**config.mk**
```make
export PLATFORM = sky130hd
export DESIGN_NAME = color_bar_pattern_generator_unit_flat
export DESIGN_NICKNAME = d
export VERILOG_FILES = /design/src/sv/cbp_pkg.sv /design/src/sv/cbp_if.sv /design/src/sv/cbp_front.sv /design/src/sv/cbp_mid.sv /design/src/sv/cbp_back.sv /design/src/sv/color_bar_pattern_generator_unit.sv /design/src/flat_wrapper.sv
export SDC_FILE = /design/constraint.sdc
export NUM_CORES = 1
export LEC_CHECK = 0
export BUFFER_PORTS_ARGS = -buffer_cell sky130_fd_sc_hd__buf_2
export CAP_MARGIN = 40
export CORE_ASPECT_RATIO = 0.8
export CORE_UTILIZATION = 55
export CTS_CLUSTER_SIZE = 30
export DETAILED_ROUTE_END_ITERATION = 10
export GPL_ROUTABILITY_DRIVEN = 0
export PLACE_DENSITY = 0.83
export SLEW_MARGIN = 20
export SYNTH_ARGS = -nofsm -noshare
export SYNTH_HDL_FRONTEND = slang
export SYNTH_HIERARCHICAL = 1
export SYNTH_SLANG_ARGS = --single-unit
```
**constraint.sdc**
```tcl
create_clock -name clk_i -period 6.3 [get_ports clk_i]
set_input_delay 1.26 -clock clk_i [delete_from_list [all_inputs] [get_ports clk_i]]
set_output_delay 1.26 -clock clk_i [all_outputs]
set_load 0.02 [all_outputs]
```
**src/sv/cbp_pkg.sv**
```systemverilog
`default_nettype none
// ----------------------------------------------------------------------------
// cbp_pkg
// Shared types, register codes and colour tables of the color bar generator.
// ----------------------------------------------------------------------------
package cbp_pkg;

  localparam int COORD_BITS = 12;
  localparam int ADDR_BITS  = 28;
  localparam int WORD_BITS  = 32;
  localparam int CNT_BITS   = 3;
  localparam int DEPTH_BITS = 6;
  localparam int STRIDE_BITS = 14;
  localparam int CFG_IDX_BITS  = 3;
  localparam int CFG_DATA_BITS = 14;
  localparam int BAR_COUNT = 8;
  localparam int BAND_BITS = COORD_BITS - 3;
  localparam int PROD_BITS = COORD_BITS + 1 + STRIDE_BITS;
  localparam int XB_BITS   = COORD_BITS + 3;

  typedef enum logic [CFG_IDX_BITS-1:0] {
    REG_WIDTH  = 3'd0,
    REG_HEIGHT = 3'd1,
    REG_XOFF   = 3'd2,
    REG_YOFF   = 3'd3,
    REG_DEPTH  = 3'd4,
    REG_STRIDE = 3'd5
  } reg_idx_e;

  localparam logic [DEPTH_BITS-1:0] BPP_16 = 6'd16;
  localparam logic [DEPTH_BITS-1:0] BPP_24 = 6'd24;
  localparam logic [DEPTH_BITS-1:0] BPP_32 = 6'd32;

  localparam logic [CNT_BITS-1:0] BYTES_16  = 3'd2;
  localparam logic [CNT_BITS-1:0] BYTES_24  = 3'd3;
  localparam logic [CNT_BITS-1:0] BYTES_32  = 3'd4;
  localparam logic [CNT_BITS-1:0] BYTES_BAD = 3'd0;

  localparam logic [23:0] RGB_RED   = 24'hFF0000;
  localparam logic [23:0] RGB_BLACK = 24'h000000;
  localparam logic [7:0]  ALPHA     = 8'hFF;

  typedef enum logic [1:0] {
    DEP_32,
    DEP_24,
    DEP_16,
    DEP_BAD
  } depth_e;

  typedef enum logic [1:0] {
    CLS_RED,
    CLS_BLACK,
    CLS_BAR
  } ring_e;

  typedef struct packed {
    logic [COORD_BITS-1:0]  width;
    logic [COORD_BITS-1:0]  height;
    logic [COORD_BITS-1:0]  x_off;
    logic [COORD_BITS-1:0]  y_off;
    logic [DEPTH_BITS-1:0]  depth;
    logic [STRIDE_BITS-1:0] stride;
  } cfg_t;

  // stage 1: registered request
  typedef struct packed {
    logic                  valid;
    logic [COORD_BITS-1:0] x;
    logic [COORD_BITS-1:0] y;
    logic                  rev;
  } s1_t;

  // stage 2: panned coordinates, ring class, bar threshold compares
  typedef struct packed {
    logic                   valid;
    logic [COORD_BITS:0]    xs;
    logic [COORD_BITS:0]    ys;
    ring_e                  cls;
    logic [BAR_COUNT-1:0]   ge;
    logic                   rev;
  } s2_t;

  // stage 3: row product, column bytes, chosen colour
  typedef struct packed {
    logic                 valid;
    logic [PROD_BITS-1:0] prod;
    logic [XB_BITS-1:0]   xb;
    logic [23:0]          rgb;
    depth_e               dep;
  } s3_t;

  function automatic logic [23:0] bar_rgb(input logic [2:0] idx);
    logic [23:0] c;
    case (idx)
      3'd0:    c = 24'h000000;
      3'd1:    c = 24'hFF0000;
      3'd2:    c = 24'hFF00FF;
      3'd3:    c = 24'hFFFF00;
      3'd4:    c = 24'h00FF00;
      3'd5:    c = 24'h00FFFF;
      3'd6:    c = 24'h0000FF;
      default: c = 24'hFFFFFF;
    endcase
    return c;
  endfunction

  // every channel used here is 00 or FF, so scaling to 5/6 bits is a replication
  function automatic logic [15:0] rgb565(input logic [23:0] c);
    return {{5{c[23]}}, {6{c[15]}}, {5{c[7]}}};
  endfunction

endpackage
`default_nettype wire

```
**src/sv/cbp_if.sv**
```systemverilog
`default_nettype none
// ----------------------------------------------------------------------------
// cbp interfaces
// Pixel request, result and configuration write channels.
// ----------------------------------------------------------------------------
interface cbp_pix_if;
  logic                          valid;
  logic                          ready;
  logic [cbp_pkg::COORD_BITS-1:0] pos_x;
  logic [cbp_pkg::COORD_BITS-1:0] pos_y;
  modport source (output valid, pos_x, pos_y, input ready);
  modport sink   (input valid, pos_x, pos_y, output ready);
endinterface

interface cbp_res_if;
  logic                          valid;
  logic                          ready;
  logic [cbp_pkg::ADDR_BITS-1:0] byte_address;
  logic [cbp_pkg::WORD_BITS-1:0] pixel_word;
  logic [cbp_pkg::CNT_BITS-1:0]  byte_count;
  logic                          depth_error;
  modport source (output valid, byte_address, pixel_word, byte_count, depth_error,
                  input ready);
  modport sink   (input valid, byte_address, pixel_word, byte_count, depth_error,
                  output ready);
endinterface

interface cbp_cfg_if;
  logic                              valid;
  logic                              ready;
  logic [cbp_pkg::CFG_IDX_BITS-1:0]  index;
  logic [cbp_pkg::CFG_DATA_BITS-1:0] data;
  modport source (output valid, index, data, input ready);
  modport sink   (input valid, index, data, output ready);
endinterface
`default_nettype wire

```
**src/sv/cbp_front.sv**
```systemverilog
`default_nettype none
// ----------------------------------------------------------------------------
// cbp_front
// Request register, frame flag, ring classification and bar threshold compares.
// ----------------------------------------------------------------------------
module cbp_front (
  input  wire logic          clk_i,
  input  wire logic          rst_ni,
  input  cbp_pkg::cfg_t      cfg_i,
  cbp_pix_if.sink            pix_i,
  output cbp_pkg::s2_t       s2_o,
  input  wire logic          s2_ready_i
);

  cbp_pkg::s1_t s1_q, s1_d;
  cbp_pkg::s2_t s2_q, s2_d;
  logic         rev_q, rev_d;
  logic         s1_ready, accept, first_pix;

  logic [cbp_pkg::COORD_BITS:0]    x1, y1, x4, y4, w, h;
  logic [cbp_pkg::BAND_BITS-1:0]   band;
  logic [cbp_pkg::COORD_BITS-1:0]  thr [cbp_pkg::BAR_COUNT];
  logic                            red, black;

  assign s1_ready    = !s2_q.valid || s2_ready_i;
  assign pix_i.ready = !s1_q.valid || s1_ready;
  assign accept      = pix_i.valid && pix_i.ready;
  assign first_pix   = (pix_i.pos_x == '0) && (pix_i.pos_y == '0);

  // flag flips before the first pixel's colour is chosen
  always_comb begin
    rev_d = rev_q;
    s1_d  = s1_q;
    if (accept) begin
      rev_d      = rev_q ^ first_pix;
      s1_d.valid = 1'b1;
      s1_d.x     = pix_i.pos_x;
      s1_d.y     = pix_i.pos_y;
      s1_d.rev   = rev_q ^ first_pix;
    end else if (s1_ready) begin
      s1_d.valid = 1'b0;
    end
  end

  always_comb begin
    x1   = {1'b0, s1_q.x} + 1'b1;
    y1   = {1'b0, s1_q.y} + 1'b1;
    x4   = {1'b0, s1_q.x} + 3'd4;
    y4   = {1'b0, s1_q.y} + 3'd4;
    w    = {1'b0, cfg_i.width};
    h    = {1'b0, cfg_i.height};
    band = cfg_i.height[cbp_pkg::COORD_BITS-1:3];
    red   = (s1_q.x == '0) || (x1 >= w) || (s1_q.y == '0) || (y1 >= h);
    black = (s1_q.x <= 3) || (x4 >= w) || (s1_q.y <= 3) || (y4 >= h);
    for (int k = 0; k < cbp_pkg::BAR_COUNT; k++) begin
      thr[k] = cbp_pkg::COORD_BITS'(band * (k + 1));
    end
  end

  always_comb begin
    s2_d = s2_q;
    if (s1_ready) begin
      s2_d.valid = s1_q.valid;
      s2_d.xs    = {1'b0, s1_q.x} + {1'b0, cfg_i.x_off};
      s2_d.ys    = {1'b0, s1_q.y} + {1'b0, cfg_i.y_off};
      s2_d.rev   = s1_q.rev;
      if (red) begin
        s2_d.cls = cbp_pkg::CLS_RED;
      end else if (black) begin
        s2_d.cls = cbp_pkg::CLS_BLACK;
      end else begin
        s2_d.cls = cbp_pkg::CLS_BAR;
      end
      // thermometer: ge[k] set when the row lies at or below bar k+1's top
      for (int k = 0; k < cbp_pkg::BAR_COUNT; k++) begin
        s2_d.ge[k] = s1_q.y >= thr[k];
      end
    end
  end

  always_ff @(posedge clk_i or negedge rst_ni) begin
    if (!rst_ni) begin
      rev_q <= 1'b0;
      s1_q  <= '0;
      s2_q  <= '0;
    end else begin
      rev_q <= rev_d;
      s1_q  <= s1_d;
      s2_q  <= s2_d;
    end
  end

  assign s2_o = s2_q;

endmodule
`default_nettype wire

```
**src/sv/cbp_mid.sv**
```systemverilog
`default_nettype none
// ----------------------------------------------------------------------------
// cbp_mid
// Row address product, column byte offset, bar index and colour selection.
// ----------------------------------------------------------------------------
module cbp_mid (
  input  wire logic          clk_i,
  input  wire logic          rst_ni,
  input  cbp_pkg::cfg_t      cfg_i,
  input  cbp_pkg::s2_t       s2_i,
  output logic               s2_ready_o,
  output cbp_pkg::s3_t       s3_o,
  input  wire logic          s3_ready_i
);

  cbp_pkg::s3_t s3_q, s3_d;
  cbp_pkg::depth_e dep;
  logic [2:0]      idx;

  assign s2_ready_o = !s3_q.valid || s3_ready_i;

  always_comb begin
    case (cfg_i.depth)
      cbp_pkg::BPP_32: dep = cbp_pkg::DEP_32;
      cbp_pkg::BPP_24: dep = cbp_pkg::DEP_24;
      cbp_pkg::BPP_16: dep = cbp_pkg::DEP_16;
      default:         dep = cbp_pkg::DEP_BAD;
    endcase
  end

  always_comb begin
    idx = 3'($countones(s2_i.ge[cbp_pkg::BAR_COUNT-2:0]));
    if (s2_i.rev) begin
      idx = ~idx;
    end
  end

  always_comb begin
    s3_d = s3_q;
    if (s2_ready_o) begin
      s3_d.valid = s2_i.valid;
      s3_d.dep   = dep;
      s3_d.prod  = cbp_pkg::PROD_BITS'(s2_i.ys) * cbp_pkg::PROD_BITS'(cfg_i.stride);
      case (dep)
        cbp_pkg::DEP_32: s3_d.xb = {s2_i.xs, 2'b00};
        cbp_pkg::DEP_24: s3_d.xb = {1'b0, s2_i.xs, 1'b0} + {2'b00, s2_i.xs};
        cbp_pkg::DEP_16: s3_d.xb = {1'b0, s2_i.xs, 1'b0};
        default:         s3_d.xb = '0;
      endcase
      case (s2_i.cls)
        cbp_pkg::CLS_RED:   s3_d.rgb = cbp_pkg::RGB_RED;
        cbp_pkg::CLS_BLACK: s3_d.rgb = cbp_pkg::RGB_BLACK;
        default: begin
          // past the last full bar, or bar height zero: black
          if (s2_i.ge[cbp_pkg::BAR_COUNT-1]) begin
            s3_d.rgb = cbp_pkg::RGB_BLACK;
          end else begin
            s3_d.rgb = cbp_pkg::bar_rgb(idx);
          end
        end
      endcase
    end
  end

  always_ff @(posedge clk_i or negedge rst_ni) begin
    if (!rst_ni) begin
      s3_q <= '0;
    end else begin
      s3_q <= s3_d;
    end
  end

  assign s3_o = s3_q;

endmodule
`default_nettype wire

```
**src/sv/cbp_back.sv**
```systemverilog
`default_nettype none
// ----------------------------------------------------------------------------
// cbp_back
// Final address sum, pixel packing per depth and the output register.
// ----------------------------------------------------------------------------
module cbp_back (
  input  wire logic          clk_i,
  input  wire logic          rst_ni,
  input  cbp_pkg::s3_t       s3_i,
  output logic               s3_ready_o,
  cbp_res_if.source          res_o
);

  logic                          valid_q, valid_d;
  logic [cbp_pkg::ADDR_BITS-1:0] addr_q, addr_d;
  logic [cbp_pkg::WORD_BITS-1:0] word_q, word_d;
  logic [cbp_pkg::CNT_BITS-1:0]  cnt_q, cnt_d;
  logic                          err_q, err_d;
  logic [cbp_pkg::ADDR_BITS-1:0] sum;

  assign s3_ready_o = !valid_q || res_o.ready;
  assign sum = cbp_pkg::ADDR_BITS'(s3_i.prod) + cbp_pkg::ADDR_BITS'(s3_i.xb);

  always_comb begin
    valid_d = valid_q;
    addr_d  = addr_q;
    word_d  = word_q;
    cnt_d   = cnt_q;
    err_d   = err_q;
    if (s3_ready_o) begin
      valid_d = s3_i.valid;
      addr_d  = sum;
      err_d   = 1'b0;
      case (s3_i.dep)
        cbp_pkg::DEP_32: begin
          word_d = {cbp_pkg::ALPHA, s3_i.rgb};
          cnt_d  = cbp_pkg::BYTES_32;
        end
        cbp_pkg::DEP_24: begin
          word_d = {8'h00, s3_i.rgb};
          cnt_d  = cbp_pkg::BYTES_24;
        end
        cbp_pkg::DEP_16: begin
          word_d = {16'h0000, cbp_pkg::rgb565(s3_i.rgb)};
          cnt_d  = cbp_pkg::BYTES_16;
        end
        default: begin
          word_d = '0;
          addr_d = '0;
          cnt_d  = cbp_pkg::BYTES_BAD;
          err_d  = 1'b1;
        end
      endcase
    end
  end

  always_ff @(posedge clk_i or negedge rst_ni) begin
    if (!rst_ni) begin
      valid_q <= 1'b0;
    end else begin
      valid_q <= valid_d;
    end
  end

  always_ff @(posedge clk_i) begin
    addr_q <= addr_d;
    word_q <= word_d;
    cnt_q  <= cnt_d;
    err_q  <= err_d;
  end

  assign res_o.valid        = valid_q;
  assign res_o.byte_address = addr_q;
  assign res_o.pixel_word   = word_q;
  assign res_o.byte_count   = cnt_q;
  assign res_o.depth_error  = err_q;

endmodule
`default_nettype wire

```
**src/sv/color_bar_pattern_generator_unit.sv**
```systemverilog
`default_nettype none
// ----------------------------------------------------------------------------
// color_bar_pattern_generator_unit
// Eight color bar test pattern: pixel coordinate in, framebuffer address and
// packed pixel out.
// ----------------------------------------------------------------------------
// Channels: pix_i takes one request (pos_x, pos_y) per valid/ready handshake;
// res_o returns byte_address, pixel_word, byte_count and depth_error, one result
// per request, in order. cfg_i writes the six registers (index 0..5: width,
// height, x offset, y offset, depth, stride) and is always ready; other indexes
// are ignored. The user writes only while no request is in flight (unchecked).
// Path: request register, then the classify, multiply/select and pack registers.
// Throughput: one pixel per clock unless the receiver stalls; the 13x14 row
// multiply shares its stage with the column byte offset and colour select.
// Stalls: each stage holds while the next is full, so bubbles close up and
// pix_i stays ready until all four stages hold results behind a stalled
// receiver. Nothing is dropped or repeated.
// Reset: registers return to 800x480, no pan, 32 bpp, stride 3200; the bar
// order flag clears and flips at every pixel (0,0), so the first frame is
// drawn bottom up.
// ----------------------------------------------------------------------------
module color_bar_pattern_generator_unit (
  input  wire logic clk_i,
  input  wire logic rst_ni,
  cbp_cfg_if.sink   cfg_i,
  cbp_pix_if.sink   pix_i,
  cbp_res_if.source res_o
);

  cbp_pkg::cfg_t cfg_q, cfg_d;
  cbp_pkg::s2_t  s2;
  cbp_pkg::s3_t  s3;
  logic          s2_ready, s3_ready;

  assign cfg_i.ready = 1'b1;

  always_comb begin
    cfg_d = cfg_q;
    if (cfg_i.valid) begin
      case (cfg_i.index)
        cbp_pkg::REG_WIDTH:  cfg_d.width  = cfg_i.data[cbp_pkg::COORD_BITS-1:0];
        cbp_pkg::REG_HEIGHT: cfg_d.height = cfg_i.data[cbp_pkg::COORD_BITS-1:0];
        cbp_pkg::REG_XOFF:   cfg_d.x_off  = cfg_i.data[cbp_pkg::COORD_BITS-1:0];
        cbp_pkg::REG_YOFF:   cfg_d.y_off  = cfg_i.data[cbp_pkg::COORD_BITS-1:0];
        cbp_pkg::REG_DEPTH:  cfg_d.depth  = cfg_i.data[cbp_pkg::DEPTH_BITS-1:0];
        cbp_pkg::REG_STRIDE: cfg_d.stride = cfg_i.data[cbp_pkg::STRIDE_BITS-1:0];
        default: ;
      endcase
    end
  end

  always_ff @(posedge clk_i or negedge rst_ni) begin
    if (!rst_ni) begin
      cfg_q.width  <= 12'd800;
      cfg_q.height <= 12'd480;
      cfg_q.x_off  <= '0;
      cfg_q.y_off  <= '0;
      cfg_q.depth  <= cbp_pkg::BPP_32;
      cfg_q.stride <= 14'd3200;
    end else begin
      cfg_q <= cfg_d;
    end
  end

  cbp_front u_front (
    .clk_i      (clk_i),
    .rst_ni     (rst_ni),
    .cfg_i      (cfg_q),
    .pix_i      (pix_i),
    .s2_o       (s2),
    .s2_ready_i (s2_ready)
  );

  cbp_mid u_mid (
    .clk_i      (clk_i),
    .rst_ni     (rst_ni),
    .cfg_i      (cfg_q),
    .s2_i       (s2),
    .s2_ready_o (s2_ready),
    .s3_o       (s3),
    .s3_ready_i (s3_ready)
  );

  cbp_back u_back (
    .clk_i      (clk_i),
    .rst_ni     (rst_ni),
    .s3_i       (s3),
    .s3_ready_o (s3_ready),
    .res_o      (res_o)
  );

endmodule
`default_nettype wire

```
**src/flat_wrapper.sv**
```systemverilog
// flat-port wrapper written by rule: the top's interface ports become plain ports
module color_bar_pattern_generator_unit_flat 
  (clk_i, rst_ni, cfg_i_valid, cfg_i_index, cfg_i_data, cfg_i_ready, pix_i_valid, pix_i_pos_x, pix_i_pos_y, pix_i_ready, res_o_valid, res_o_byte_address, res_o_pixel_word, res_o_byte_count, res_o_depth_error, res_o_ready);
  cbp_cfg_if cfg_i_i ();
  cbp_pix_if pix_i_i ();
  cbp_res_if res_o_i ();
  input  wire logic clk_i;
  input  wire logic rst_ni;
  input wire logic [$bits(cfg_i_i.valid)-1:0] cfg_i_valid;
  input wire logic [$bits(cfg_i_i.index)-1:0] cfg_i_index;
  input wire logic [$bits(cfg_i_i.data)-1:0] cfg_i_data;
  output wire logic [$bits(cfg_i_i.ready)-1:0] cfg_i_ready;
  input wire logic [$bits(pix_i_i.valid)-1:0] pix_i_valid;
  input wire logic [$bits(pix_i_i.pos_x)-1:0] pix_i_pos_x;
  input wire logic [$bits(pix_i_i.pos_y)-1:0] pix_i_pos_y;
  output wire logic [$bits(pix_i_i.ready)-1:0] pix_i_ready;
  output wire logic [$bits(res_o_i.valid)-1:0] res_o_valid;
  output wire logic [$bits(res_o_i.byte_address)-1:0] res_o_byte_address;
  output wire logic [$bits(res_o_i.pixel_word)-1:0] res_o_pixel_word;
  output wire logic [$bits(res_o_i.byte_count)-1:0] res_o_byte_count;
  output wire logic [$bits(res_o_i.depth_error)-1:0] res_o_depth_error;
  input wire logic [$bits(res_o_i.ready)-1:0] res_o_ready;
  assign cfg_i_i.valid = cfg_i_valid;
  assign cfg_i_i.index = cfg_i_index;
  assign cfg_i_i.data = cfg_i_data;
  assign cfg_i_ready = cfg_i_i.ready;
  assign pix_i_i.valid = pix_i_valid;
  assign pix_i_i.pos_x = pix_i_pos_x;
  assign pix_i_i.pos_y = pix_i_pos_y;
  assign pix_i_ready = pix_i_i.ready;
  assign res_o_valid = res_o_i.valid;
  assign res_o_byte_address = res_o_i.byte_address;
  assign res_o_pixel_word = res_o_i.pixel_word;
  assign res_o_byte_count = res_o_i.byte_count;
  assign res_o_depth_error = res_o_i.depth_error;
  assign res_o_i.ready = res_o_ready;
  color_bar_pattern_generator_unit u_core (.clk_i(clk_i), .rst_ni(rst_ni), .cfg_i(cfg_i_i), .pix_i(pix_i_i), .res_o(res_o_i));
endmodule
```
==> results of run 1 <==
==> worst paths after layout <==
kind | start | endpoint | slack, ns
max reg2reg | u_core/u_front/s2_o[23]$_DFFE_PN0P_ | u_core/u_mid/s3_o[66]$_DFFE_PN0P_ | 0.53
max in group asynchronous | rst_ni | u_core/u_front/s2_o[15]$_DFFE_PN0P_ | 4.49
min reg2reg | u_core/u_mid/s3_o[68]$_DFFE_PN0P_ | u_core/u_back/res_o.valid$_DFFE_PN0P_ | 0.47
min | u_core/u_mid/s3_o[68]$_DFFE_PN0P_ | u_core/u_back/res_o.valid$_DFFE_PN0P_ | 0.47
min in group asynchronous | rst_ni | u_core/cfg_q[44]$_DFFE_PN0P_ | 0.68
max | u_core/u_front/s2_o[23]$_DFFE_PN0P_ | u_core/u_mid/s3_o[66]$_DFFE_PN0P_ | 0.53
==> cells by family after synthesis <==
family,Yosys count,synth area share
XOR/XNOR,113,0.0426
multiplexers,109,0.0571
other,1,0.000161
AO/OA/AOI/OAI,417,0.118
adder cells (fa/ha/maj),446,0.289
AND/OR/NAND/NOR,717,0.154
flip-flops,237,0.268
buffers and inverters,378,0.0715
==> through the flow <==
step | util | hold slack [ns]
after floorplan | - | 0.426
after global placement | 0.581 | 0.459
after detailed placement | 0.581 | 0.453
after CTS | 0.605 | 0.473
after global routing | 0.606 | 0.501
final | 0.606 | 0.469
==> registers in the layout, indices dropped and copies added (netlist names) <==
register / count
u_core/u_mid/s3_o: 48
u_core/u_front/s2_o: 38
u_core/u_back/res_o.byte_address: 28
u_core/u_back/res_o.byte_count: 2
u_core/u_back/res_o.depth_error: 1
u_core/u_back/res_o.valid: 1
u_core/cfg_q: 68
u_core/u_front/s1_q: 26
u_core/u_back/res_o.pixel_word: 25
==> worst max-delay path, stage by stage, from the launching register on <==
cell	delay, ns
sky130_fd_sc_hd__dfrtp_1	0.55
sky130_fd_sc_hd__and2_1	0.27
sky130_fd_sc_hd__fa_1	0.53
sky130_fd_sc_hd__inv_1	0.05
sky130_fd_sc_hd__fa_1	0.51
sky130_fd_sc_hd__fa_1	0.55
sky130_fd_sc_hd__inv_1	0.06
sky130_fd_sc_hd__fa_1	0.52
sky130_fd_sc_hd__inv_1	0.06
sky130_fd_sc_hd__fa_1	0.54
sky130_fd_sc_hd__inv_1	0.06
sky130_fd_sc_hd__ha_1	0.42
sky130_fd_sc_hd__a211oi_1	0.33
sky130_fd_sc_hd__o21ai_0	0.14
sky130_fd_sc_hd__a41oi_1	0.32
sky130_fd_sc_hd__mux2_2	0.38
sky130_fd_sc_hd__a31o_1	0.20
sky130_fd_sc_hd__a211oi_2	0.21
==> routing by layer <==
metal  up-vias  track usage
met4         2       0.0739
met3       139       0.0617
met1      8583        0.360
li1       8290            -
met5         -            0
met2       827        0.413
==> cell type report <==
| class | instances | area (µm²) | area share |
|---|---|---|---|
| repair buffers | 125 | 701 | 0.0281 |
| inverters | 261 | 980 | 0.0393 |
| flip-flops and latches | 237 | 6220 | 0.250 |
| multi-input cells | 1803 | 15400 | 0.616 |
| clock inverters | 19 | 258 | 0.0103 |
| well taps | 544 | 681 | 0.0273 |
| clock buffers | 31 | 711 | 0.0285 |
==> placed cells by master (no fill, tap or decap), drive strengths merged, types with 12 or more instances in the layout <==
cell type,count
ha,295
nand2,271
inv,264
dfrtp,170
fa,151
a21oi,124
buf,124
nor2,123
o21ai,110
mux2,104
and2,100
xnor2,59
edfxtp,56
xor2,54
nand3,49
nor3,35
clkbuf,32
nand2b,29
nor2b,27
o21a,25
a21o,22
nand4,17
a211oi,16
a22oi,14
and3,13
o211ai,12
==> implementation parameters, run 1 <==
Parameter                              Value

STA
  Hold violation count in the final report    0
  Final Skew    0.0194 ns
  Final min period    5.77 ns
  Maximum frequency from static timing analysis    173 MHz
  Headroom to the max-slew limit    0.363
  Setup-failing EPs final    0
  Final Cycle Share    0.916
  Total count of max-transition violations in the final report    0
  Fin worst setup slack    0.529 ns
  RSZ-0062 raised after global routing    no
  Sum Neg Setup Slack    0 ns
  Transition time at the pin with the least slew margin    0.955 ns

Worst hold path
  Hold Crit Class    reg2reg
  Hold path cells    1

Critical path
  Critical-path maximum fanout    15
  Startpoint kind of the worst setup timing path    flip-flop
  Critical path type    reg2reg
  Arr. time, crit path    6.27 ns
  Critical path endpoint category    flip-flop
  Worst reg2reg path depth    17
  Required @ worst endpoint    6.80 ns

CTS
  Post-CTS resize count    0
  Number of clock sinks seen by CTS    237
  Clk slew on worst S/H paths    0.07 ns
  TritonCTS clock tree    yes
  H-tree lvl count    1
  Clock latency reported for the late side of the worst-skew pair    0.58 ns
  CTS Root Cell    sky130_fd_sc_hd__clkbuf_16
  Post-cts hold buffer count    0
  Total clock buffers created by CTS    27
  Post-CTS Repair Setup Buffers    0
  Buffer levels on the longest clock path    3

Synthesis
  Predominant post-synthesis flop cell    sky130_fd_sc_hd__dfrtp_1
  Count of flip-flops with a built-in enable after synthesis    56
  Gate count after technology mapping    2418
  Avg Inst Size Synth    9.61 µm²
  Flops & latches, synth    237
  Syn Std Cell Area    23200 µm²
  Ranking of synthesized cells by area    sky130_fd_sc_hd__dfrtp_1, sky130_fd_sc_hd__ha_1, sky130_fd_sc_hd__fa_1, sky130_fd_sc_hd__edfxtp_1, sky130_fd_sc_hd__nand2_1
  Proportion of register bits with asynchronous set or reset after synthesis    0.764
  Net count of the mapped netlist    2910
  Leading post-synthesis cells by instance count    sky130_fd_sc_hd__ha_1, sky130_fd_sc_hd__nand2_1, sky130_fd_sc_hd__inv_1
  Portion of synthesized cell area occupied by the leading cell type    0.183
  Cell with the most instances after synthesis    sky130_fd_sc_hd__ha_1
  Sequential element share of the synthesized area    0.268
  Library cell occupying the most area in the post-synthesis netlist    sky130_fd_sc_hd__dfrtp_1
  Post-synthesis cell type count    102
  Warning count from the yosys run    6

Run status
  Result of the run    complete, no violations

Route
  DRC violations left    0
  Highest Signal Layer    met5
  Iter 0 DRT Violations    1525
  Detailed-route via count    17800
  Detailed-route vias per instance    5.91
  Met2 Wirelength    24600 µm
  Average wire per cell in the routed design    18.6 µm
  Detail Route Antenna Nets    0
  Routed length on met3    5330 µm
  Wire length reported by the detailed router    56100 µm
  First drt pass iteration count    7
  Met1 Wirelength    24500 µm

Place
  Port buffer count    111
  Placed Instances    2968
  Worst setup slack before clock tree synthesis    0.599 ns
  Instance area after placement    23900 µm²
  Hpwl dp    43200 µm

Layout
  Area growth syn-to-layout    7.23%
  Number of filler cells placed in the layout    3297
  Layout cell share with drive strength beyond 1    0.132
  Fin area    24900 µm²
  Non-filler instance count after layout    3020
  Number of antenna cells inserted    0
  Final-stage net count    2947

Floorplan
  Core area    41100 µm²
  Die W    232 µm
  Number of rows in the core area    66
  Die height    186 µm
  Initial Utilization    0.565
  Floorplan die area    43100 µm²
  Number of placed I/O pins    113

Global routing
  Pin count of the biggest net entering global routing    66
  Global-route wire length before repair    90500 µm
  Vias in the first global route    17800
  Aggregate global-route resource usage    0.262
  Number of antenna violations at the first check in global routing    1
  Overflow left after global routing    0

Run
  Number of max-capacitance violations reported    0
Power of run 1 is left out: the tool's default activity adds up to more than one toggle a clock period on the data nets, which glitch-free logic cannot reach.
==> inputs of run 2 (changes only) <==
--- a/config.mk
+++ b/config.mk
@@ -5,14 +5,16 @@
 export SDC_FILE = /design/constraint.sdc
 export NUM_CORES = 1
 export LEC_CHECK = 0
+export ABC_AREA = 1
 export BUFFER_PORTS_ARGS = -buffer_cell sky130_fd_sc_hd__buf_2
 export CAP_MARGIN = 40
 export CORE_ASPECT_RATIO = 0.8
 export CORE_UTILIZATION = 55
+export CTS_BUF_LIST = sky130_fd_sc_hd__clkbuf_2
 export CTS_CLUSTER_SIZE = 30
 export DETAILED_ROUTE_END_ITERATION = 10
 export GPL_ROUTABILITY_DRIVEN = 0
-export PLACE_DENSITY = 0.83
+export PLACE_DENSITY = 0.85
 export SLEW_MARGIN = 20
 export SYNTH_ARGS = -nofsm -noshare
 export SYNTH_HDL_FRONTEND = slang
==> constraint.sdc (replaced) <==
create_clock -name clk_i -period 4.6 [get_ports clk_i]
set_input_delay 0.92 -clock clk_i [delete_from_list [all_inputs] [get_ports clk_i]]
set_output_delay 0.92 -clock clk_i [all_outputs]
set_load 0.02 [all_outputs]
==> run 2 against run 1 <==
Compared with the run above:
- the run now ends with negative setup slack left
- cell area increased by 12%
- synthesized area increased by 7.5%
- register-to-register slack got worse by 0.87 ns
- critical path depth increased by 7
- critical endpoint is now u_core/u_mid/s3_o[57]$_DFFE_PN0P_
- largest cell class unchanged
- highest routed layer is now met4
==> implementation parameters, run 2 <==
Parameter                              Value

Layout
  Fin area    27900 µm² (+12%)
  Number of flip-flops in the largest register    68 (unchanged)
  Final-stage net count    4079 (+38%)
  Register bank with the most flops    u_core/cfg_q
  Commonest non-fill, non-tap cell in the layout    sky130_fd_sc_hd__nand2_1
  Layout cell share with drive strength beyond 1    0.157 (+0.0246)
  Leading cell types in the layout, fill and taps excluded    sky130_fd_sc_hd__nand2_1, sky130_fd_sc_hd__inv_1, sky130_fd_sc_hd__ha_1
  Area growth syn-to-layout    11.8%

Synthesis
  Predominant post-synthesis flop cell    sky130_fd_sc_hd__dfrtp_1
  Count of flip-flops with a built-in enable after synthesis    56 (unchanged)
  Library cell occupying the most area in the post-synthesis netlist    sky130_fd_sc_hd__dfrtp_1
  Warning count from the yosys run    6 (unchanged)
  Gate count after technology mapping    3414 (+41%)
  Portion of synthesized cell area occupied by the leading cell type    0.170 (-0.0127)
  Leading post-synthesis cells by instance count    sky130_fd_sc_hd__nand2_1, sky130_fd_sc_hd__inv_1, sky130_fd_sc_hd__ha_1
  Syn Std Cell Area    25000 µm² (+7.5%)
  Ranking of synthesized cells by area    sky130_fd_sc_hd__dfrtp_1, sky130_fd_sc_hd__nand2_1, sky130_fd_sc_hd__ha_1, sky130_fd_sc_hd__fa_1, sky130_fd_sc_hd__inv_1
  Avg Inst Size Synth    7.31 µm² (-24%)
  Cell with the most instances after synthesis    sky130_fd_sc_hd__nand2_1
  Sequential element share of the synthesized area    0.249 (-0.0186)
  Net count of the mapped netlist    3906 (+34%)
  Flops & latches, synth    237 (unchanged)
  Post-synthesis cell type count    56 (-45%)
  Proportion of register bits with asynchronous set or reset after synthesis    0.764 (unchanged)

Critical path
  Slowest Stage Delay on Critical Path    0.60 ns (+0.05 ns)
  Arr. time, crit path    5.75 ns (-0.52 ns)
  Critical register-to-register path startpoint    u_core/cfg_q[7]$_DFFE_PN1P_
  Critical path endpoint category    flip-flop
  Worst path slowest cell    sky130_fd_sc_hd__dfstp_2
  R2R setup slack    -0.34 ns (-0.87 ns)
  Critical-path maximum fanout    5 (-10)
  Worst reg2reg path depth    24 (+7)
  Critical-path cell list    buf_6 > nand2_4 > fa_1 > inv_1 > fa_1 > inv_1 > fa_1 > inv_1 > fa_1 > inv_2 > fa_1 > inv_2 > ha_4 > nand2_4 > inv_2 > nand2_1 > nand2_2 > nand2_1 > nand2_1 > inv_1 > nand2_1 > or2_1 > nand3_1 > nand2_1
  Critical Path Stages    24 (+7)
  Critical path type    reg2reg
  R2R Path End    u_core/u_mid/s3_o[57]$_DFFE_PN0P_
  Buffers plus inverters on the worst setup path    8 (+4)
  Startpoint kind of the worst setup timing path    flip-flop
  Required @ worst endpoint    5.41 ns (-1.39 ns)
  Crit path max-delay family    adder cells

Run status
  Result of the run    complete, but fails checks
  Violated checks    negative setup slack

Global routing
  Number of antenna violations at the first check in global routing    1 (unchanged)
  Global-route wire length before repair    105000 µm (+16%)
  Vias in the first global route    21500 (+21%)
  Overflow left after global routing    0 (unchanged)
  Aggregate global-route resource usage    0.283 (+0.0212)
  Pin count of the biggest net entering global routing    100 (+52%)

Route
  Average wire per cell in the routed design    15.8 µm (-15%)
  Detailed-route vias per instance    5.40 (-8.7%)
  DRC violations left    0 (unchanged)
  Detailed-route via count    22900 (+28%)
  First drt pass iteration count    6 (-1)
  Wire length reported by the detailed router    66800 µm (+19%)
  Iter 0 DRT Violations    2297 (+51%)
  Detail Route Antenna Nets    0 (unchanged)

CTS
  CTS Root Cell    sky130_fd_sc_hd__clkbuf_2
  Total clock buffers created by CTS    54 (+100%)
  Number of clock sinks seen by CTS    237 (unchanged)
  TritonCTS clock tree    yes
  Buffer levels on the longest clock path    3 (unchanged)
  Clk slew on worst S/H paths    0.12 ns (+0.05 ns)
  H-tree lvl count    2 (+1)
  Clock latency reported for the late side of the worst-skew pair    0.99 ns (+0.41 ns)

Run
  Number of max-capacitance violations reported    0 (unchanged)

STA
  Setup-failing EPs final    18 (+18)
  Final Skew    0.124 ns (+0.105 ns)
  Maximum frequency from static timing analysis    202 MHz (+17%)
  Final Cycle Share    1.07 (+0.158)
  RSZ-0062 raised after global routing    yes
  Transition time at the pin with the least slew margin    0.836 ns (-0.120 ns)
  Final min period    4.94 ns (-0.831 ns)
  Total count of max-transition violations in the final report    0 (unchanged)
  Hold violation count in the final report    0 (unchanged)
  Headroom to the max-slew limit    0.442 (+0.0791)
  Sum Neg Setup Slack    -4.13 ns (-4.13 ns)
  Fin worst setup slack    -0.340 ns (-0.869 ns)

Worst hold path
  Hold Crit Class    in2reg
  Worst Hold Path EP    u_core/u_front/s1_q[3]$_DFFE_PN0P_
  Hold path cells    3 (+2)
  Hold path startpoint    pix_i_pos_y[2]

Place
  Worst setup slack before clock tree synthesis    -0.296 ns (-0.895 ns)
  Hpwl dp    49200 µm (+14%)
  Instance area after placement    26400 µm² (+10%)
  Port buffer count    111 (unchanged)

Floorplan
  Initial Utilization    0.560 (-0.00442)
  Number of placed I/O pins    113 (unchanged)
  Number of rows in the core area    69 (+4.5%)
  Floorplan die area    46300 µm² (+7.4%)
  Die height    193 µm (+3.6%)
  Core area    44500 µm² (+8.3%)
  Die W    240 µm (+3.6%)
==> run 2: metal layers <==
layer | wire (µm) | part of all wire | track usage | up-vias
met5 | 0 | 0 | 0 | -
met4 | 2570 | 0.038 | 0.106 | 0
met3 | 5980 | 0.090 | 0.0556 | 213
met2 | 29800 | 0.45 | 0.447 | 1083
met1 | 28500 | 0.43 | 0.385 | 10600
li1 | - | - | - | 11000
==> run 2: worst max path at each step <==
stage | end | start | slack [ns]
finish | u_core/u_mid/s3_o[57]$_DFFE_PN0P_ | u_core/cfg_q[7]$_DFFE_PN1P_ | -0.34
global route | u_core/u_mid/s3_o[57]$_DFFE_PN0P_ | u_core/cfg_q[7]$_DFFE_PN1P_ | -0.49
CTS | u_core/u_mid/s3_o[64]$_DFFE_PN0P_ | u_core/cfg_q[7]$_DFFE_PN1P_ | -0.18
detailed placement | u_core/u_mid/s3_o[57]$_DFFE_PN0P_ | u_core/cfg_q[7]$_DFFE_PN1P_ | -0.30
global placement | u_core/u_mid/s3_o[57]$_DFFE_PN0P_ | u_core/u_front/s2_o[17]$_DFFE_PN0P_ | -0.16
floorplan | u_core/u_mid/s3_o[57]$_DFFE_PN0P_ | u_core/u_front/s2_o[15]$_DFFE_PN0P_ | -0.0006
==> run 2: worst reg2reg max path, stage by stage (launching register included) <==
cell and delay [ns]:
sky130_fd_sc_hd__dfstp_2 0.60, sky130_fd_sc_hd__buf_6 0.15, sky130_fd_sc_hd__nand2_4 0.06, sky130_fd_sc_hd__fa_1 0.53
sky130_fd_sc_hd__inv_1 0.07, sky130_fd_sc_hd__fa_1 0.50, sky130_fd_sc_hd__inv_1 0.05, sky130_fd_sc_hd__fa_1 0.47
sky130_fd_sc_hd__inv_1 0.05, sky130_fd_sc_hd__fa_1 0.50, sky130_fd_sc_hd__inv_2 0.04, sky130_fd_sc_hd__fa_1 0.51
sky130_fd_sc_hd__inv_2 0.06, sky130_fd_sc_hd__ha_4 0.25, sky130_fd_sc_hd__nand2_4 0.11, sky130_fd_sc_hd__inv_2 0.05
sky130_fd_sc_hd__nand2_1 0.10, sky130_fd_sc_hd__nand2_2 0.08, sky130_fd_sc_hd__nand2_1 0.06, sky130_fd_sc_hd__nand2_1 0.08
sky130_fd_sc_hd__inv_1 0.06, sky130_fd_sc_hd__nand2_1 0.06, sky130_fd_sc_hd__or2_1 0.21, sky130_fd_sc_hd__nand3_1 0.07
sky130_fd_sc_hd__nand2_1 0.05
==> run 2: per-stage QoR <==
stage                     utilization  hold slack (ns)  cells
after floorplan                     -            0.435   3414
after global placement          0.593            0.453   4105
after detailed placement        0.593            0.454   4105
after CTS                       0.616           0.0182   4224
after global routing            0.626            0.122   4237
final                           0.626            0.166   4237
==> run 2: cell families after synthesis <==
logic type	count (synthesis)	share of synthesized area
AND/OR/NAND/NOR	1618	0.271
buffers and inverters	744	0.120
adder cells (fa/ha/maj)	446	0.269
AO/OA/AOI/OAI	293	0.0642
flip-flops	237	0.249
XOR/XNOR	75	0.0263
other	1	0.000150
==> run 2: timing repair <==
item                                    in CTS  in global routing
pin swaps                                   79                 68
hold buffers                                 0                  1
endpoints found under the hold margin        0                  9
setup buffers                               17                  7
endpoints found under the setup margin      19                 19
gates cloned                                 0                  0
resized for setup                          116                 94
==> run 2: layout make-up <==
class | count | area (µm²)
Inverter | 639 | 2410
Fill cell | 3716 | 16600
Clock buffer | 85 | 425
Antenna cell | 1 | 2.50
Tap cell | 603 | 754
Timing Repair Buffer | 222 | 1490
Sequential cell | 237 | 6250
Multi-Input combinational cell | 2433 | 16500
Clock inverter | 17 | 125
Power of run 2 is left out for the same reason.
==> inputs of run 3 (changes only) <==
--- a/config.mk
+++ b/config.mk
@@ -8,13 +8,15 @@
 export ABC_AREA = 1
 export BUFFER_PORTS_ARGS = -buffer_cell sky130_fd_sc_hd__buf_2
 export CAP_MARGIN = 40
+export CELL_PAD_IN_SITES_DETAIL_PLACEMENT = 0
+export CELL_PAD_IN_SITES_GLOBAL_PLACEMENT = 2
 export CORE_ASPECT_RATIO = 0.8
-export CORE_UTILIZATION = 55
+export CORE_UTILIZATION = 34
 export CTS_BUF_LIST = sky130_fd_sc_hd__clkbuf_2
 export CTS_CLUSTER_SIZE = 30
 export DETAILED_ROUTE_END_ITERATION = 10
 export GPL_ROUTABILITY_DRIVEN = 0
-export PLACE_DENSITY = 0.85
+export PLACE_DENSITY = 0.89
 export SLEW_MARGIN = 20
 export SYNTH_ARGS = -nofsm -noshare
 export SYNTH_HDL_FRONTEND = slang
==> run 3 against run 2 <==
Compared with the run above:
- utilization shrank 23 points
- count of clock-buffer cells in the layout grew 13
- register-to-register slack gained 0.19 ns
- critical endpoint is now u_core/u_mid/s3_o[66]$_DFFE_PN0P_
- first-iteration DRC count shrank 44%
- maximum frequency grew 4.0%
- critical path depth shrank 3
- global-route usage shrank 8.9 points
- clock skew shrank 0.035 ns
- the run still ends with negative setup slack left
- setup slack gained 0.19 ns
- hold slack gained 0.024 ns
- wire length grew 6.3%
==> implementation parameters, run 3 (synthesis gave the netlist of run 2 again) <==
Parameter                              Value

Run status
  Result of the run    complete, but fails checks
  Violated checks    negative setup slack

Route
  DRC violations left    0 (unchanged)
  First drt pass iteration count    5 (-1)
  Average wire per cell in the routed design    15.3 µm (-3.0%)
  Iter 0 DRT Violations    1285 (-44%)
  Wire length reported by the detailed router    71000 µm (+6.3%)
  Detailed-route via count    21600 (-5.7%)
  Detailed-route vias per instance    4.64 (-14%)
  Detail Route Antenna Nets    0 (unchanged)

Layout
  Fin area    29000 µm² (+4.0%)
  Register bank with the most flops    u_core/cfg_q
  Number of flip-flops in the largest register    68 (unchanged)
  Area growth syn-to-layout    16.3%
  Non-filler instance count after layout    4644 (+9.6%)
  Layout cell share with drive strength beyond 1    0.172 (+0.0151)
  Commonest non-fill, non-tap cell in the layout    sky130_fd_sc_hd__nand2_1
  Final core occ    0.401 (-0.225)
  Final-stage net count    4137 (+1.4%)
  Leading cell types in the layout, fill and taps excluded    sky130_fd_sc_hd__nand2_1, sky130_fd_sc_hd__inv_1, sky130_fd_sc_hd__ha_1

Critical path
  Critical path type    reg2reg
  Critical-path maximum fanout    5 (unchanged)
  Required @ worst endpoint    5.46 ns (+0.05 ns)
  Arr. time, crit path    5.61 ns (-0.14 ns)
  Startpoint kind of the worst setup timing path    flip-flop
  Critical path endpoint category    flip-flop

Worst hold path
  Hold Crit Class    in2reg

STA
  Headroom to the max-slew limit    0.426 (-0.0163)
  Setup-failing EPs final    15 (-3)
  Maximum frequency from static timing analysis    211 MHz (+4.0%)
  Final Skew    0.0888 ns (-0.0354 ns)
  Final min period    4.75 ns (-0.191 ns)
  Total count of max-transition violations in the final report    0 (unchanged)
  Final Cycle Share    1.03 (-0.0416)
  RSZ-0062 raised after global routing    yes
  Fin worst setup slack    -0.149 ns (+0.191 ns)
  Hold violation count in the final report    0 (unchanged)
  Transition time at the pin with the least slew margin    0.861 ns (+0.0253 ns)

Place
  Instance area after placement    27000 µm² (+2.4%)
  Placed Instances    4462 (+8.7%)
  Port buffer count    111 (unchanged)
  Hpwl dp    55800 µm (+14%)

CTS
  Total clock buffers created by CTS    67 (+24%)
  Buffer levels on the longest clock path    3 (unchanged)
  Clk slew on worst S/H paths    0.12 ns (about the same)
  TritonCTS clock tree    yes
  H-tree lvl count    3 (+1)
  CTS Root Cell    sky130_fd_sc_hd__clkbuf_2
  Number of clock sinks seen by CTS    237 (unchanged)
  Clock latency reported for the late side of the worst-skew pair    1.04 ns (+0.05 ns)

Floorplan
  Number of rows in the core area    88 (+28%)
  Number of placed I/O pins    113 (unchanged)
  Die W    305 µm (+27%)
  Die height    244 µm (+27%)
  Core area    72300 µm² (+62%)
  Floorplan die area    74500 µm² (+61%)
  Initial Utilization    0.345 (-0.215)

Global routing
  Global-route wire length before repair    115000 µm (+10%)
  Overflow left after global routing    0 (unchanged)
  Pin count of the biggest net entering global routing    90 (-10%)
  Number of antenna violations at the first check in global routing    3 (+2)
  Aggregate global-route resource usage    0.194 (-0.0891)
  Vias in the first global route    21300 (-1.0%)

Run
  Number of max-capacitance violations reported    0 (unchanged)
==> run 3: routing by layer <==
metal,vias up,part of all wire,routed length [µm],track usage
li1,11100,-,-,-
met1,10000,0.51,36600,0.283
met2,398,0.43,30300,0.299
met3,70,0.044,3130,0.0318
met4,2,0.014,1010,0.0400
met5,-,0.00018,13,0
==> run 3: final cells by class <==
class,count,area (µm²)
Clock inverter,23,209
Multi-Input combinational cell,2433,16500
Timing Repair Buffer,267,2000
Tap cell,945,1180
Fill cell,7653,43300
Inverter,639,2410
Sequential cell,237,6250
Clock buffer,98,490
Antenna cell,2,5.00
==> run 3: repair_timing <==
item | CTS | global route
setup endpoints to repair | 19 | 19
setup buffers | 27 | 9
pin swaps | 97 | 60
hold endpoints to repair | 103 | 0
resized for setup | 157 | 91
hold buffers | 24 | 0
==> run 3: final timing paths <==
kind | cells after the start | start | slack [ns] | end
max | 21 | u_core/u_front/s2_o[14]$_DFFE_PN0P_ | -0.15 | u_core/u_mid/s3_o[66]$_DFFE_PN0P_
min reg2reg | 2 | u_core/u_mid/s3_o[68]$_DFFE_PN0P_ | 0.45 | u_core/u_back/res_o.valid$_DFFE_PN0P_
min | 3 | pix_i_pos_y[3] | 0.19 | u_core/u_front/s1_q[4]$_DFFE_PN0P_
min in group asynchronous | 2 | rst_ni | 0.31 | u_core/cfg_q[13]$_DFFE_PN0P_
max in group asynchronous | 4 | rst_ni | 3.25 | u_core/cfg_q[49]$_DFFE_PN1P_
max reg2reg | 21 | u_core/u_front/s2_o[14]$_DFFE_PN0P_ | -0.15 | u_core/u_mid/s3_o[66]$_DFFE_PN0P_
==> run 3: per-stage QoR <==
step | setup TNS (ns) | hold WS [ns] | setup WS [ns]
finish | -1.10 | 0.190 | -0.149
global route | -4.37 | 0.0769 | -0.332
CTS | -0.679 | 0.000376 | -0.0956
detailed placement | -3.99 | 0.447 | -0.305
global placement | -2.94 | 0.453 | -0.200
floorplan | -0.000642 | 0.435 | -0.000642
==> run 3: critical path, stage by stage (launching register included) <==
cell and delay (ns):
sky130_fd_sc_hd__dfrtp_2 0.44, sky130_fd_sc_hd__buf_12 0.13, sky130_fd_sc_hd__buf_4 0.11, sky130_fd_sc_hd__nand2_1 0.06, sky130_fd_sc_hd__fa_1 0.58, sky130_fd_sc_hd__inv_1 0.06
sky130_fd_sc_hd__fa_1 0.46, sky130_fd_sc_hd__fa_1 0.53, sky130_fd_sc_hd__inv_2 0.04, sky130_fd_sc_hd__fa_1 0.48, sky130_fd_sc_hd__fa_1 0.50, sky130_fd_sc_hd__inv_2 0.05
sky130_fd_sc_hd__ha_4 0.30, sky130_fd_sc_hd__nand2_4 0.08, sky130_fd_sc_hd__nor2_4 0.22, sky130_fd_sc_hd__nand2_1 0.08, sky130_fd_sc_hd__nor2_1 0.11, sky130_fd_sc_hd__nand2_1 0.10
sky130_fd_sc_hd__nand3_2 0.08, sky130_fd_sc_hd__nand2_1 0.05, sky130_fd_sc_hd__nand3_1 0.06, sky130_fd_sc_hd__nand2_1 0.05
Power of run 3 is left out for the same reason.
